<file path="config.mk">
export PLATFORM = sky130hd
export DESIGN_NAME = gate_access_sequencer_top
export DESIGN_NICKNAME = d
export VERILOG_FILES = /design/src/gas_pkg.sv /design/src/gate_access_sequencer_top.sv
export VERILOG_INCLUDE_DIRS = /design/src /design/src/src
export SDC_FILE = /design/constraint.sdc
export NUM_CORES = 1
export LEC_CHECK = 0
export BUFFER_PORTS_ARGS = -buffer_cell sky130_fd_sc_hd__buf_2
export CAP_MARGIN = 20
export CORE_UTILIZATION = 30
export DETAILED_ROUTE_END_ITERATION = 8
export HOLD_SLACK_MARGIN = 0.05
export PLACE_DENSITY = 0.48
export SLEW_MARGIN = 20
export SYNTH_ARGS = -nofsm -noshare
export SYNTH_HDL_FRONTEND = slang
export SYNTH_SLANG_ARGS = --single-unit
</file>
<file path="constraint.sdc">
create_clock -name i_clk -period 4.6 [get_ports i_clk]
set_input_delay 0.23 -clock i_clk [delete_from_list [all_inputs] [get_ports i_clk]]
set_output_delay 0.23 -clock i_clk [all_outputs]
set_load 0.005 [all_outputs]
</file>
<file path="src/assert_macros.svh">
// Assertion macros shared by the RTL.
`ifndef ASSERT_MACROS_SVH
`define ASSERT_MACROS_SVH

// Check a property on every rising clock edge outside reset.
`define GAS_ASSERT(name, clk, rst_n, prop) \
    name: assert property (@(posedge clk) disable iff (!rst_n) prop) \
        else $error("%m: property failed");

// Check a property on every rising clock edge, reset included.
`define GAS_ASSERT_ALWAYS(name, clk, prop) \
    name: assert property (@(posedge clk) prop) \
        else $error("%m: property failed");

`endif

</file>
<file path="src/gas_pkg.sv">
package gas_pkg;

    localparam int TIMER_BITS = 20;
    localparam int NUM_TIMERS = 6;
    localparam int CFG_W      = 20;
    localparam int CFG_IDX_W  = 3;

    localparam logic [32:0] TIMER_MAX = (33'd1 << TIMER_BITS) - 33'd1;

    // timer slots
    localparam int T_OPEN   = 0;
    localparam int T_CLOSE  = 1;
    localparam int T_PASS   = 2;
    localparam int T_GIVEUP = 3;
    localparam int T_OBST   = 4;
    localparam int T_DENIED = 5;

    // configuration register indexes
    localparam logic [CFG_IDX_W-1:0] CFG_PASS_TO  = 3'd0;
    localparam logic [CFG_IDX_W-1:0] CFG_OPEN_TR  = 3'd1;
    localparam logic [CFG_IDX_W-1:0] CFG_CLOSE_TR = 3'd2;
    localparam logic [CFG_IDX_W-1:0] CFG_GIVEUP   = 3'd3;
    localparam logic [CFG_IDX_W-1:0] CFG_OBST     = 3'd4;
    localparam logic [CFG_IDX_W-1:0] CFG_SETTLE   = 3'd5;
    localparam logic [CFG_IDX_W-1:0] CFG_DENIED   = 3'd6;

    localparam logic [19:0] RST_PASS_TO  = 20'd10000;
    localparam logic [13:0] RST_OPEN_TR  = 14'd1000;
    localparam logic [13:0] RST_CLOSE_TR = 14'd1000;
    localparam logic [15:0] RST_GIVEUP   = 16'd5000;
    localparam logic [15:0] RST_OBST     = 16'd5000;
    localparam logic [9:0]  RST_SETTLE   = 10'd500;
    localparam logic [13:0] RST_DENIED   = 14'd2500;

    // request kinds
    localparam logic [2:0] REQ_TICK    = 3'd0;
    localparam logic [2:0] REQ_GRANTED = 3'd1;
    localparam logic [2:0] REQ_DENIED  = 3'd2;
    localparam logic [2:0] REQ_OPEN    = 3'd3;
    localparam logic [2:0] REQ_CLOSE   = 3'd4;
    localparam logic [2:0] REQ_PASSAGE = 3'd5;
    localparam logic [2:0] REQ_CLEARED = 3'd6;
    localparam logic [2:0] REQ_UNKNOWN = 3'd7;

    // gate states
    localparam logic [2:0] ST_IDLE      = 3'd0;
    localparam logic [2:0] ST_OPENING   = 3'd1;
    localparam logic [2:0] ST_OPEN_WAIT = 3'd2;
    localparam logic [2:0] ST_WARN      = 3'd3;
    localparam logic [2:0] ST_CLOSING   = 3'd4;

    localparam logic [2:0] EV_NONE    = 3'd0;
    localparam logic [2:0] EV_CLOSED  = 3'd1;
    localparam logic [2:0] EV_OPENING = 3'd2;
    localparam logic [2:0] EV_OPEN    = 3'd3;
    localparam logic [2:0] EV_WARN    = 3'd4;
    localparam logic [2:0] EV_CLOSING = 3'd5;

    localparam logic [1:0] ACK_NONE = 2'd0;
    localparam logic [1:0] ACK_OK   = 2'd1;
    localparam logic [1:0] ACK_BUSY = 2'd2;

    localparam logic [1:0] SERVO_NONE = 2'd0;
    localparam logic [1:0] SERVO_UP   = 2'd1;
    localparam logic [1:0] SERVO_DOWN = 2'd2;

    localparam logic [2:0] BZ_NONE       = 3'd0;
    localparam logic [2:0] BZ_OK         = 3'd1;
    localparam logic [2:0] BZ_ERROR      = 3'd2;
    localparam logic [2:0] BZ_WARN_START = 3'd3;
    localparam logic [2:0] BZ_WARN_STOP  = 3'd4;

    localparam logic [2:0] DISP_NONE    = 3'd0;
    localparam logic [2:0] DISP_IDLE    = 3'd1;
    localparam logic [2:0] DISP_OPENING = 3'd2;
    localparam logic [2:0] DISP_CLOSING = 3'd3;
    localparam logic [2:0] DISP_WARN    = 3'd4;
    localparam logic [2:0] DISP_DENIED  = 3'd5;
    localparam logic [2:0] DISP_NAME    = 3'd6;

    localparam logic [1:0] ACC_NONE    = 2'd0;
    localparam logic [1:0] ACC_GRANTED = 2'd1;
    localparam logic [1:0] ACC_DENIED  = 2'd2;

    localparam int OUT_W   = 49;
    localparam int OUT_PAD = 56 - OUT_W;

    typedef logic [TIMER_BITS-1:0] t_tcnt;

    // Load value of a timer: the register saturated to the counter width.
    function automatic t_tcnt tmr_load(input logic [CFG_W-1:0] v);
        logic [32:0] w;
        w = 33'(v);
        if (w > TIMER_MAX) begin
            w = TIMER_MAX;
        end
        return w[TIMER_BITS-1:0];
    endfunction

endpackage

</file>
<file path="src/gate_access_sequencer_top.sv">
// Channel   Direction  Payload
// s_axis    in         tuser: req_type; tdata: has_name, obstacle range, dwell_ms
// m_axis    out        tdata: gate_state .. passage_dwell, one word per input
// cfg       in         i_cfg_we / i_cfg_idx / i_cfg_data, seven timing registers
//
// One word per clock while m_axis does not stall: each input word is resolved by
// combinational state update and lands in the output register, which lets a new word
// in whenever it is empty or being drained in the same cycle.
// Reset (i_rst_n low, synchronous) puts the gate in idle, stops all timers
// and loads the timing registers with their defaults.
// Timers advance only on tick words; a stall on m_axis holds s_axis_tready low.
`include "assert_macros.svh"

module gate_access_sequencer_top import gas_pkg::*; (
    input  logic                 i_clk,
    input  logic                 i_rst_n,
    input  logic                 s_axis_tvalid,
    output logic                 s_axis_tready,
    input  logic [31:0]          s_axis_tdata,  // has_name, obstacle range, dwell_ms, pad
    input  logic [2:0]           s_axis_tuser,  // req_type
    output logic                 m_axis_tvalid,
    input  logic                 m_axis_tready,
    // gate_state, gate_event, ack_code, servo_cmd, buzzer_cmd, display_cmd,
    // access_result, passage_valid, passage_distance, passage_dwell, pad
    output logic [55:0]          m_axis_tdata,
    input  logic                 i_cfg_we,
    input  logic [CFG_IDX_W-1:0] i_cfg_idx,
    input  logic [CFG_W-1:0]     i_cfg_data
);

    logic [19:0] r_pass_to;
    logic [13:0] r_open_tr;
    logic [13:0] r_close_tr;
    logic [15:0] r_giveup;
    logic [15:0] r_obst_ms;
    logic [9:0]  r_settle;
    logic [13:0] r_denied;

    logic [2:0]            r_state, n_state;
    logic                  r_obst, n_obst;
    logic [9:0]            r_elapsed, n_elapsed;
    t_tcnt                 r_tcnt [NUM_TIMERS];
    t_tcnt                 n_tcnt [NUM_TIMERS];
    logic [NUM_TIMERS-1:0] r_trun, n_trun;
    logic [NUM_TIMERS-1:0] fired;
    logic                  do_close;

    logic             r_out_valid;
    logic [OUT_W-1:0] r_out;
    logic [OUT_W-1:0] n_out;

    logic [2:0]  ev, bz, disp;
    logic [1:0]  ack, servo, acc;
    logic        pv;
    logic [9:0]  pd;
    logic [19:0] pw;

    logic        accept;
    logic [2:0]  req;
    logic        has_name;
    logic [9:0]  obj_range;
    logic [19:0] dwell;

    assign req       = s_axis_tuser;
    assign has_name  = s_axis_tdata[0];
    assign obj_range = s_axis_tdata[10:1];
    assign dwell     = s_axis_tdata[30:11];

    assign s_axis_tready = !r_out_valid || m_axis_tready;
    assign accept        = s_axis_tvalid && s_axis_tready;
    assign m_axis_tvalid = r_out_valid;
    assign m_axis_tdata  = {{OUT_PAD{1'b0}}, r_out};

    always_ff @(posedge i_clk) begin
        if (!i_rst_n) begin
            r_pass_to  <= RST_PASS_TO;
            r_open_tr  <= RST_OPEN_TR;
            r_close_tr <= RST_CLOSE_TR;
            r_giveup   <= RST_GIVEUP;
            r_obst_ms  <= RST_OBST;
            r_settle   <= RST_SETTLE;
            r_denied   <= RST_DENIED;
        end else if (i_cfg_we) begin
            unique case (i_cfg_idx)
                CFG_PASS_TO:  r_pass_to  <= i_cfg_data;
                CFG_OPEN_TR:  r_open_tr  <= i_cfg_data[13:0];
                CFG_CLOSE_TR: r_close_tr <= i_cfg_data[13:0];
                CFG_GIVEUP:   r_giveup   <= i_cfg_data[15:0];
                CFG_OBST:     r_obst_ms  <= i_cfg_data[15:0];
                CFG_SETTLE:   r_settle   <= i_cfg_data[9:0];
                CFG_DENIED:   r_denied   <= i_cfg_data[13:0];
                default: ;
            endcase
        end
    end

    always_comb begin
        n_state   = r_state;
        n_obst    = r_obst;
        n_elapsed = r_elapsed;
        n_tcnt    = r_tcnt;
        n_trun    = r_trun;
        fired     = '0;
        do_close  = 1'b0;
        ev        = EV_NONE;
        ack       = ACK_NONE;
        servo     = SERVO_NONE;
        bz        = BZ_NONE;
        disp      = DISP_NONE;
        acc       = ACC_NONE;
        pv        = 1'b0;
        pd        = '0;
        pw        = '0;

        unique case (req)
            REQ_TICK: begin
                if (r_elapsed != '1) begin
                    n_elapsed = r_elapsed + 10'd1;
                end
                // decrement all running timers before any handler looks
                for (int t = 0; t < NUM_TIMERS; t++) begin
                    if (r_trun[t]) begin
                        if (r_tcnt[t] <= t_tcnt'(1)) begin
                            fired[t]  = 1'b1;
                            n_trun[t] = 1'b0;
                            n_tcnt[t] = '0;
                        end else begin
                            n_tcnt[t] = r_tcnt[t] - t_tcnt'(1);
                        end
                    end
                end
                if (fired[T_OPEN] && n_state == ST_OPENING) begin
                    n_state         = ST_OPEN_WAIT;
                    n_elapsed       = '0;
                    ev              = EV_OPEN;
                    bz              = BZ_OK;
                    n_tcnt[T_PASS]  = tmr_load(r_pass_to);
                    n_trun[T_PASS]  = 1'b1;
                end
                if (fired[T_CLOSE] && n_state == ST_CLOSING) begin
                    n_state = ST_IDLE;
                    ev      = EV_CLOSED;
                    disp    = DISP_IDLE;
                end
                if (fired[T_OBST] && n_state == ST_OPEN_WAIT) begin
                    bz     = BZ_WARN_START;
                    n_obst = 1'b1;
                end
                if (fired[T_PASS] && n_state == ST_OPEN_WAIT) begin
                    n_state          = ST_WARN;
                    ev               = EV_WARN;
                    disp             = DISP_WARN;
                    bz               = BZ_WARN_START;
                    n_tcnt[T_GIVEUP] = tmr_load(CFG_W'(r_giveup));
                    n_trun[T_GIVEUP] = 1'b1;
                end
                if (fired[T_GIVEUP] && n_state == ST_WARN) begin
                    bz       = BZ_WARN_STOP;
                    do_close = 1'b1;
                end
                if (fired[T_DENIED] && n_state == ST_IDLE) begin
                    disp = DISP_IDLE;
                end
            end
            REQ_GRANTED: begin
                acc = ACC_GRANTED;
                if (r_state == ST_IDLE) begin
                    bz             = BZ_OK;
                    n_state        = ST_OPENING;
                    ev             = EV_OPENING;
                    disp           = has_name ? DISP_NAME : DISP_OPENING;
                    servo          = SERVO_UP;
                    n_tcnt[T_OPEN] = tmr_load(CFG_W'(r_open_tr));
                    n_trun[T_OPEN] = 1'b1;
                end else if (r_state == ST_OPEN_WAIT) begin
                    n_tcnt[T_PASS] = tmr_load(r_pass_to);
                    n_trun[T_PASS] = 1'b1;
                end
            end
            REQ_DENIED: begin
                acc              = ACC_DENIED;
                disp             = DISP_DENIED;
                bz               = BZ_ERROR;
                n_tcnt[T_DENIED] = tmr_load(CFG_W'(r_denied));
                n_trun[T_DENIED] = 1'b1;
            end
            REQ_OPEN: begin
                if (r_state == ST_IDLE) begin
                    bz             = BZ_OK;
                    n_state        = ST_OPENING;
                    ev             = EV_OPENING;
                    disp           = DISP_OPENING;
                    servo          = SERVO_UP;
                    n_tcnt[T_OPEN] = tmr_load(CFG_W'(r_open_tr));
                    n_trun[T_OPEN] = 1'b1;
                    ack            = ACK_OK;
                end else if (r_state == ST_OPEN_WAIT) begin
                    n_tcnt[T_PASS] = tmr_load(r_pass_to);
                    n_trun[T_PASS] = 1'b1;
                    ack            = ACK_OK;
                end else begin
                    ack = ACK_BUSY;
                end
            end
            REQ_CLOSE: begin
                n_trun[T_PASS]   = 1'b0;
                n_tcnt[T_PASS]   = '0;
                n_trun[T_GIVEUP] = 1'b0;
                n_tcnt[T_GIVEUP] = '0;
                n_trun[T_OBST]   = 1'b0;
                n_tcnt[T_OBST]   = '0;
                bz               = BZ_WARN_STOP;
                n_obst           = 1'b0;
                do_close         = (r_state != ST_IDLE) && (r_state != ST_CLOSING);
                ack              = ACK_OK;
            end
            REQ_PASSAGE: begin
                // drop passage while the arm settles
                if (!(r_state == ST_OPEN_WAIT && r_elapsed < r_settle)) begin
                    n_trun[T_PASS]   = 1'b0;
                    n_tcnt[T_PASS]   = '0;
                    n_trun[T_GIVEUP] = 1'b0;
                    n_tcnt[T_GIVEUP] = '0;
                    if (r_state == ST_WARN) begin
                        bz       = BZ_WARN_STOP;
                        pv       = 1'b1;
                        pd       = obj_range;
                        pw       = dwell;
                        do_close = 1'b1;
                    end else if (r_state == ST_OPEN_WAIT) begin
                        n_tcnt[T_OBST] = tmr_load(CFG_W'(r_obst_ms));
                        n_trun[T_OBST] = 1'b1;
                    end
                end
            end
            REQ_CLEARED: begin
                if (r_state == ST_OPEN_WAIT) begin
                    n_trun[T_OBST] = 1'b0;
                    n_tcnt[T_OBST] = '0;
                    if (r_obst) begin
                        bz     = BZ_WARN_STOP;
                        n_obst = 1'b0;
                    end
                    pv       = 1'b1;
                    pd       = obj_range;
                    pw       = dwell;
                    do_close = 1'b1;
                end
            end
            default: ;
        endcase

        // start closing last: it is the final writer of every field it touches
        if (do_close) begin
            n_trun[T_OBST] = 1'b0;
            n_tcnt[T_OBST] = '0;
            if (n_obst) begin
                bz = BZ_WARN_STOP;
            end
            n_obst          = 1'b0;
            n_state         = ST_CLOSING;
            ev              = EV_CLOSING;
            disp            = DISP_CLOSING;
            servo           = SERVO_DOWN;
            n_tcnt[T_CLOSE] = tmr_load(CFG_W'(r_close_tr));
            n_trun[T_CLOSE] = 1'b1;
        end

        n_out = {pw, pd, pv, acc, disp, bz, servo, ack, ev, n_state};
    end

    always_ff @(posedge i_clk) begin
        if (!i_rst_n) begin
            r_state     <= ST_IDLE;
            r_obst      <= 1'b0;
            r_elapsed   <= '0;
            r_trun      <= '0;
            r_out_valid <= 1'b0;
            for (int t = 0; t < NUM_TIMERS; t++) begin
                r_tcnt[t] <= '0;
            end
        end else begin
            if (accept) begin
                r_state   <= n_state;
                r_obst    <= n_obst;
                r_elapsed <= n_elapsed;
                r_trun    <= n_trun;
                r_tcnt    <= n_tcnt;
            end
            if (accept) begin
                r_out_valid <= 1'b1;
            end else if (m_axis_tready) begin
                r_out_valid <= 1'b0;
            end
        end
    end

    always_ff @(posedge i_clk) begin
        if (accept) begin
            r_out <= n_out;
        end
    end

    `GAS_ASSERT(a_obst_state, i_clk, i_rst_n, r_obst |-> (r_state == ST_OPEN_WAIT || r_state == ST_WARN))
    `GAS_ASSERT(a_opening_tmr, i_clk, i_rst_n, (r_state == ST_OPENING) |-> r_trun[T_OPEN])
    `GAS_ASSERT(a_closing_tmr, i_clk, i_rst_n, (r_state == ST_CLOSING) |-> r_trun[T_CLOSE])
    `GAS_ASSERT(a_warn_tmr, i_clk, i_rst_n, (r_state == ST_WARN) |-> r_trun[T_GIVEUP])
    `GAS_ASSERT(a_accept_out, i_clk, i_rst_n, accept |=> r_out_valid)

endmodule
</file>
## Word level (Yosys, flattened, before mapping)

Index checks and enable logic that the tools add are counted.

- Add/subtract/negate cells: 7
- Magnitude comparators: 7
- Equal/unequal tests: 33
- Muxes and demuxes: 134
- Bitwise gates (word level): 1
- Reductions and logical operators: 47

Operators by type and width:

| cell | count |
|---|---|
| 2-to-1 mux 20 bit | 26 |
| one-hot mux 20 bit (4 select lines) | 2 |
| less-or-equal comparator 20 x 1 -> 1 bit, second input constant | 6 |
| one-hot mux 20 bit (2 select lines) | 3 |
| subtractor 20 x 1 -> 20 bit, second input constant | 6 |
| 2-to-1 mux 3 bit | 24 |
| 2-to-1 mux 60 bit | 1 |
| one-hot mux 20 bit (3 select lines) | 1 |
| 2-to-1 mux 1 bit | 53 |
| 2-to-1 mux 10 bit | 5 |
| equality test 3 x 2 -> 1 bit, second input constant | 8 |
| inequality test 3 bit, second input constant | 8 |
| equality test 3 bit, second input constant | 7 |
| one-hot mux 10 bit (2 select lines) | 1 |
| one-hot mux 3 bit (6 select lines) | 1 |
| AND reduction 2 bit | 9 |
| AND reduction 3 bit | 5 |
| zero test 3 bit | 4 |
| one-hot mux 1 bit (4 select lines) | 3 |
| one-hot mux 3 bit (2 select lines) | 2 |
| one-hot mux 3 bit (4 select lines) | 1 |
| AND reduction 6 bit | 2 |
| nonzero test 2 bit | 6 |
| adder 10 x 1 -> 10 bit, second input constant | 1 |
| other kinds (20) | 44 |

- Bits in registers: 294
- Input bits: 63
- Output and inout bits: 58
- Word-level logic and storage cells: 255

## Depth between registers and ports, before layout

- Word-level depth: 21
- Mapped depth: 11
- Gate-level depth less buffers: 10

## Worst setup path after synthesis

OpenSTA, ideal clock, no wires.

- Kind: register to register
- From: register r_out_valid (netlist: m_axis_tvalid)
- To: register r_tcnt[82] (netlist name)
- Setup time: 79 ps
- Data arrival time: 3114 ps
- Required time: 4521 ps
- Slack: 1406 ps
- Cell stages (with the launch flop): 9
- Path buffers: 1
- Period minus slack after synthesis: 3194 ps
- Cells stage by stage: dfxtp_1 nand2b_1 nand2_1 clkinv_1 a21boi_0 o31a_1 buf_2 nand3_1 o211ai_1

- Longest elaborated chain between the ends: 4

Ends and longest elaborated chain:

| what | line | source |
|---|---|---|
| from (decl) | gate_access_sequencer_top.sv:48 | `logic r_out_valid;` |
| from (signal assigned) | gate_access_sequencer_top.sv:278 | `r_out_valid <= 1'b0;` |
| from (signal assigned) | gate_access_sequencer_top.sv:291 | `r_out_valid <= 1'b1;` |
| from (signal assigned) | gate_access_sequencer_top.sv:293 | `r_out_valid <= 1'b0;` |
| zero test 1 bit | gate_access_sequencer_top.sv:69 | `assign s_axis_tready = !r_out_valid \|\| m_axis_tready;` |
| logical OR 1 bit | gate_access_sequencer_top.sv:69 |  |
| net s_axis_tready | gate_access_sequencer_top.sv:18 | `output logic s_axis_tready,` |
| logical AND 1 bit | gate_access_sequencer_top.sv:70 | `assign accept = s_axis_tvalid && s_axis_tready;` |
| net accept | gate_access_sequencer_top.sv:58 | `logic accept;` |
| AND reduction 3 bit (no source line) | n/a |  |
| to (signal assigned) | gate_access_sequencer_top.sv:288 | `r_tcnt <= n_tcnt;` |
| to (decl) | gate_access_sequencer_top.sv:42 | `t_tcnt r_tcnt [NUM_TIMERS];` |

The timed path passes the listed nets, and every way through them passes these cells.
A chain may end at the register's enable or synchronous reset.

## Worst setup path after layout

- From: register r_tcnt[108] (netlist name)
- To: register r_tcnt[35] (netlist name)

- Longest elaborated chain between the ends: 21
- Elaborated cells between the ends (all ways): 27
- Those cells by class: order compare (1); eq/ne (8); mux (12); reduce/logical (6)

Ends and longest elaborated chain:

| what | line | source |
|---|---|---|
| less-or-equal comparator 20 x 1 -> 1 bit (*) | gate_access_sequencer_top.sv:123 | `if (r_tcnt[t] <= t_tcnt'(1)) begin` |
| 2-to-1 mux 1 bit (*) | gate_access_sequencer_top.sv:123 |  |
| 2-to-1 mux 1 bit (*) | gate_access_sequencer_top.sv:122 | `if (r_trun[t]) begin` |
| 2-to-1 mux 1 bit (*) | gate_access_sequencer_top.sv:115 | `unique case (req)` |
| logical AND 1 bit (*) | gate_access_sequencer_top.sv:132 | `if (fired[T_OPEN] && n_state == ST_OPENING) begin` |
| 2-to-1 mux 3 bit (*) | gate_access_sequencer_top.sv:132 |  |
| 2-to-1 mux 3 bit (*) | gate_access_sequencer_top.sv:115 |  |
| equality test 3 bit | gate_access_sequencer_top.sv:140 | `if (fired[T_CLOSE] && n_state == ST_CLOSING) begin` |
| (+5 left out) | n/a |  |
| 2-to-1 mux 3 bit (*) | gate_access_sequencer_top.sv:149 | `if (fired[T_PASS] && n_state == ST_OPEN_WAIT) begin` |
| 2-to-1 mux 3 bit (*) | gate_access_sequencer_top.sv:115 |  |
| equality test 3 x 2 -> 1 bit (*) | gate_access_sequencer_top.sv:157 | `if (fired[T_GIVEUP] && n_state == ST_WARN) begin` |
| logical AND 1 bit (*) | gate_access_sequencer_top.sv:157 |  |
| 2-to-1 mux 1 bit (*) | gate_access_sequencer_top.sv:157 |  |
| one-hot mux 1 bit (4 select lines) (*) | gate_access_sequencer_top.sv:115 |  |
| inequality test 3 bit (no source line) or nonzero test 5 bit (tied branches) | n/a |  |
| AND reduction 7 bit (no source line) | n/a |  |

Mark *: on every way between the ends. The rest lies on a longest branch, timed or not. The select of a mux whose other input is x is not followed.

==> impl_metrics.csv <==
group,metric,value,unit
clock_tree,post_cts_resized,0,
cells_and_area,antenna_cells,0,
placed_design,port_buffers,112,
critical_path,r2r_start,"r_tcnt[108]",
detailed_routing,vias,13600,
synthesis,yosysTopAreaCell,"dfxtp_1",
synthesis,netlist_area,0.0147,mm²
clock_tree,htreeDepth,2,
power_and_ir_drop,total_power,6.51,mW
grt,first_global_vias,13100,
critical_path,critical_path_class,"reg -> reg",
clock_tree,clock_tree.root_cell,"clkbuf_16",
min_path,hold_class,"in -> reg",
detailed_routing,wire_per_inst,19.1,µm
floorplan,core,0.0479,mm²
cells_and_area,nNetsFinal,1983,
flow_run,cap_violations,0,
power_and_ir_drop,leakagePower,6.71,nW
synthesis,synthArstFlopShare,0,%
detailed_routing,drt_iter0_drc,933,
detailed_routing,wirelength,48500,µm
detailed_routing,via_per_inst,5.37,
clock_tree,clk_path_buf_depth,3,
synthesis,syn_avg_cell_area,8.19,µm²
critical_path,cp_slowest_cell,"nor4_1",
critical_path,worstPathCellList,"nor4_1 -> and2_1 -> nand3_2 -> a22oi_4 -> nor3_4 -> buf_4 -> or2_1 -> a32o_1",
power_and_ir_drop,p_int,4.70,mW
detailed_routing,final_antenna_net_count,0,
timing,max-slew-margin-rel,27.3,%
synthesis,synth-edff-count,49,
detailed_routing,drc,0,
critical_path,worst-path-max-fanout,19,
status,status,"finished clean",
synthesis,ys_ff_latch,294,
critical_path,arrival,3930,ps
timing,worst_pin_slew,1090,ps
timing,period_needed,3490,ps
timing,maxSlewViolCount,0,
timing,clock-skew-final,16.8,ps
floorplan,die_y,223,µm
clock_tree,cts.sinks,294,
synthesis,synthTopCellsByCount,"342 x nand2_1, 245 x dfxtp_1, 157 x a21oi_1",
timing,period_share,75.9,%
synthesis,synth_cells,1790,
power_and_ir_drop,switching_share,27.8,%
grt,grt_max_degree,63,
detailed_routing,wl_met3,2660,µm
power_and_ir_drop,power_frac_clock,44.3,%
floorplan,placementRows,80,
clock_tree,cts_tree,"built",
cells_and_area,syn_to_final_growth,18.2,%
power_and_ir_drop,p_sw,1.81,mW
power_and_ir_drop,power_density,376,mW/mm²
critical_path,cp-start-kind,"flop",
timing,setup_viol,0,
cells_and_area,drive_gt1_share,12.6,%
critical_path,cpPeakStageDelay,820,ps
synthesis,yosys_warnings,0,
synthesis,synthTopCellsByArea,"dfxtp_1 33%, edfxtp_1 10%, nand2_1 8.8%",
clock_tree,clk_latency,560,ps
detailed_routing,wl_met2,21400,µm
detailed_routing,dr.pass1.iters,5,
critical_path,critPathCaptureType,"flop",
power_and_ir_drop,p_seq_share,42.2,%
detailed_routing,drt-met1-wl,22700,µm
timing,rsz0062_at_grt,"no",
clock_tree,numCtsBuffers,37,
critical_path,required,5040,ps
timing,hold_viol_final,0,
detailed_routing,highest_layer,"met5",
synthesis,synth.top_cell.area_share,33.4,%
floorplan,io_pins,121,
synthesis,ys_types,95,
timing,fmax,0.286,GHz
grt,grt_pass1_wl,75400,µm
floorplan,initial_core_util,30.6,%
synthesis,synth-main-ff-cell,"dfxtp_1",
power_and_ir_drop,combPwrFrac,13.5,%
grt,track_usage,19.4,%
placed_design,hpwl,31400,µm
grt,overflow,0,
placed_design,gp_congestion,0.829,
synthesis,ys_seq_area_share,43.5,%
timing,tns,0,ps
min_path,min_from,"m_axis_tready",
floorplan,die_w,223,µm
power_and_ir_drop,peakVddDrop,0.225,mV
floorplan,die_area,0.0498,mm²
critical_path,crit_start,"r_tcnt[108]",
grt,antenna_found_initial,5,
clock_tree,clk_pin_slew,60,ps
synthesis,synth.most_common_cell,"nand2_1",
## through the flow
stage / cell area (µm²) / hold WS, ps / util, % / std cells / setup WS (ps)
after floorplan: 14700 / 354 / - / 1796 / 1410
after global placement: 15800 / 445 / 32.9 / 2437 / 1240
after detailed placement: 15800 / 447 / 32.9 / 2437 / 1170
after CTS: 17300 / 52.3 / 36.1 / 2540 / 1160
after global routing: 17300 / 84.9 / 36.1 / 2540 / 917
final: 17300 / 65.0 / 36.1 / 2540 / 1110
## timing repair
action | 4_1_cts | 5_1_grt
hold endpoints to repair | 41 | 0
setup buffers | 0 | 0
hold buffers | 37 | 0
## placed cells by master, fill, tap and decap left out, types with 11 or more instances in the layout
cell type and count:
a211oi_1 16, a21oi_1 157, a221oi_1 15, a22oi_1 20, a32o_1 11, and2_1 36, and3_1 13, buf_2 111
buf_4 26, clkbuf_16 40, dfxtp_1 245, dlygate4sd3_1 37, edfxtp_1 49, ha_1 22, inv_1 38, nand2_1 342
nand2b_1 11, nand3_1 69, nand4_1 13, nor2_1 132, nor3_1 87, nor4_1 22, o211ai_1 31, o21ai_0 71
o31ai_1 14, or3_1 14, or4_1 11, xnor2_1 27, xor2_1 26
## power by group through the flow
stage               Clock (mW)  Combinational [mW]  Sequential, mW
floorplan                    0               0.573            2.79
global placement             0               0.846            2.80
detailed placement           0               0.851            2.80
CTS                       2.97               0.880            2.74
global route              3.08               0.973            2.75
finish                    2.88               0.881            2.74
## cell type report
cell class	count	area, µm²
clock buffers	56	1130
clock inverters	10	62.6
fillers	5050	30600
inverters	42	163
multi-input cells	1349	7710
flip-flops and latches	294	6380
well taps	615	769
repair buffers	174	1120
## worst max-delay path, delay by kind of cell, from the launching register on
family / cells / cell delay, ps
simple gates: 5 / 2000
compound gates: 2 / 790
flops: 1 / 360
buf+inv: 1 / 220
## sequential cells by signal (all words and copies together) (netlist names)
name / cells
r_obst_ms: 16
r_denied: 14
r_pass_to: 20
r_settle: 10
r_elapsed: 10
r_open_tr: 14
r_trun: 6
r_state: 3
r_tcnt: 120
r_giveup: 16
r_close_tr: 14
m_axis_tvalid: 1
r_obst: 1
r_out: 49
## logic make-up (layout without fill, tap and decap cells)
group                    count (synthesis)  after routing  share of synthesized area (%)
flip-flops                             294            294                           43.5
adder cells (fa/ha/maj)                 22             22                           1.88
other                                    1              7                         0.0256
XOR/XNOR                                53             53                           3.17
buffers and inverters                  153            282                           4.40
AND/OR/NAND/NOR                        803            803                           25.7
multiplexers                             2              2                          0.145
AO/OA/AOI/OAI                          462            462                           21.2
## worst paths after layout
path,cells past startpoint,slack (ps),end
worst max register to register,8,1110,r_tcnt[35]
worst min register to register,2,450,r_settle[3]
worst max-delay path,8,1110,r_tcnt[35]
worst min-delay path,3,60,m_axis_tvalid
## per-layer routing
metal / track usage, % / vias to the layer above
met3: 3.78 / 89
met1: 25.6 / 6496
met5: 0 / -
met2: 30.6 / 364
met4: 8.25 / 10
li1: - / 6672
Power figures use the tool's default switching activity.
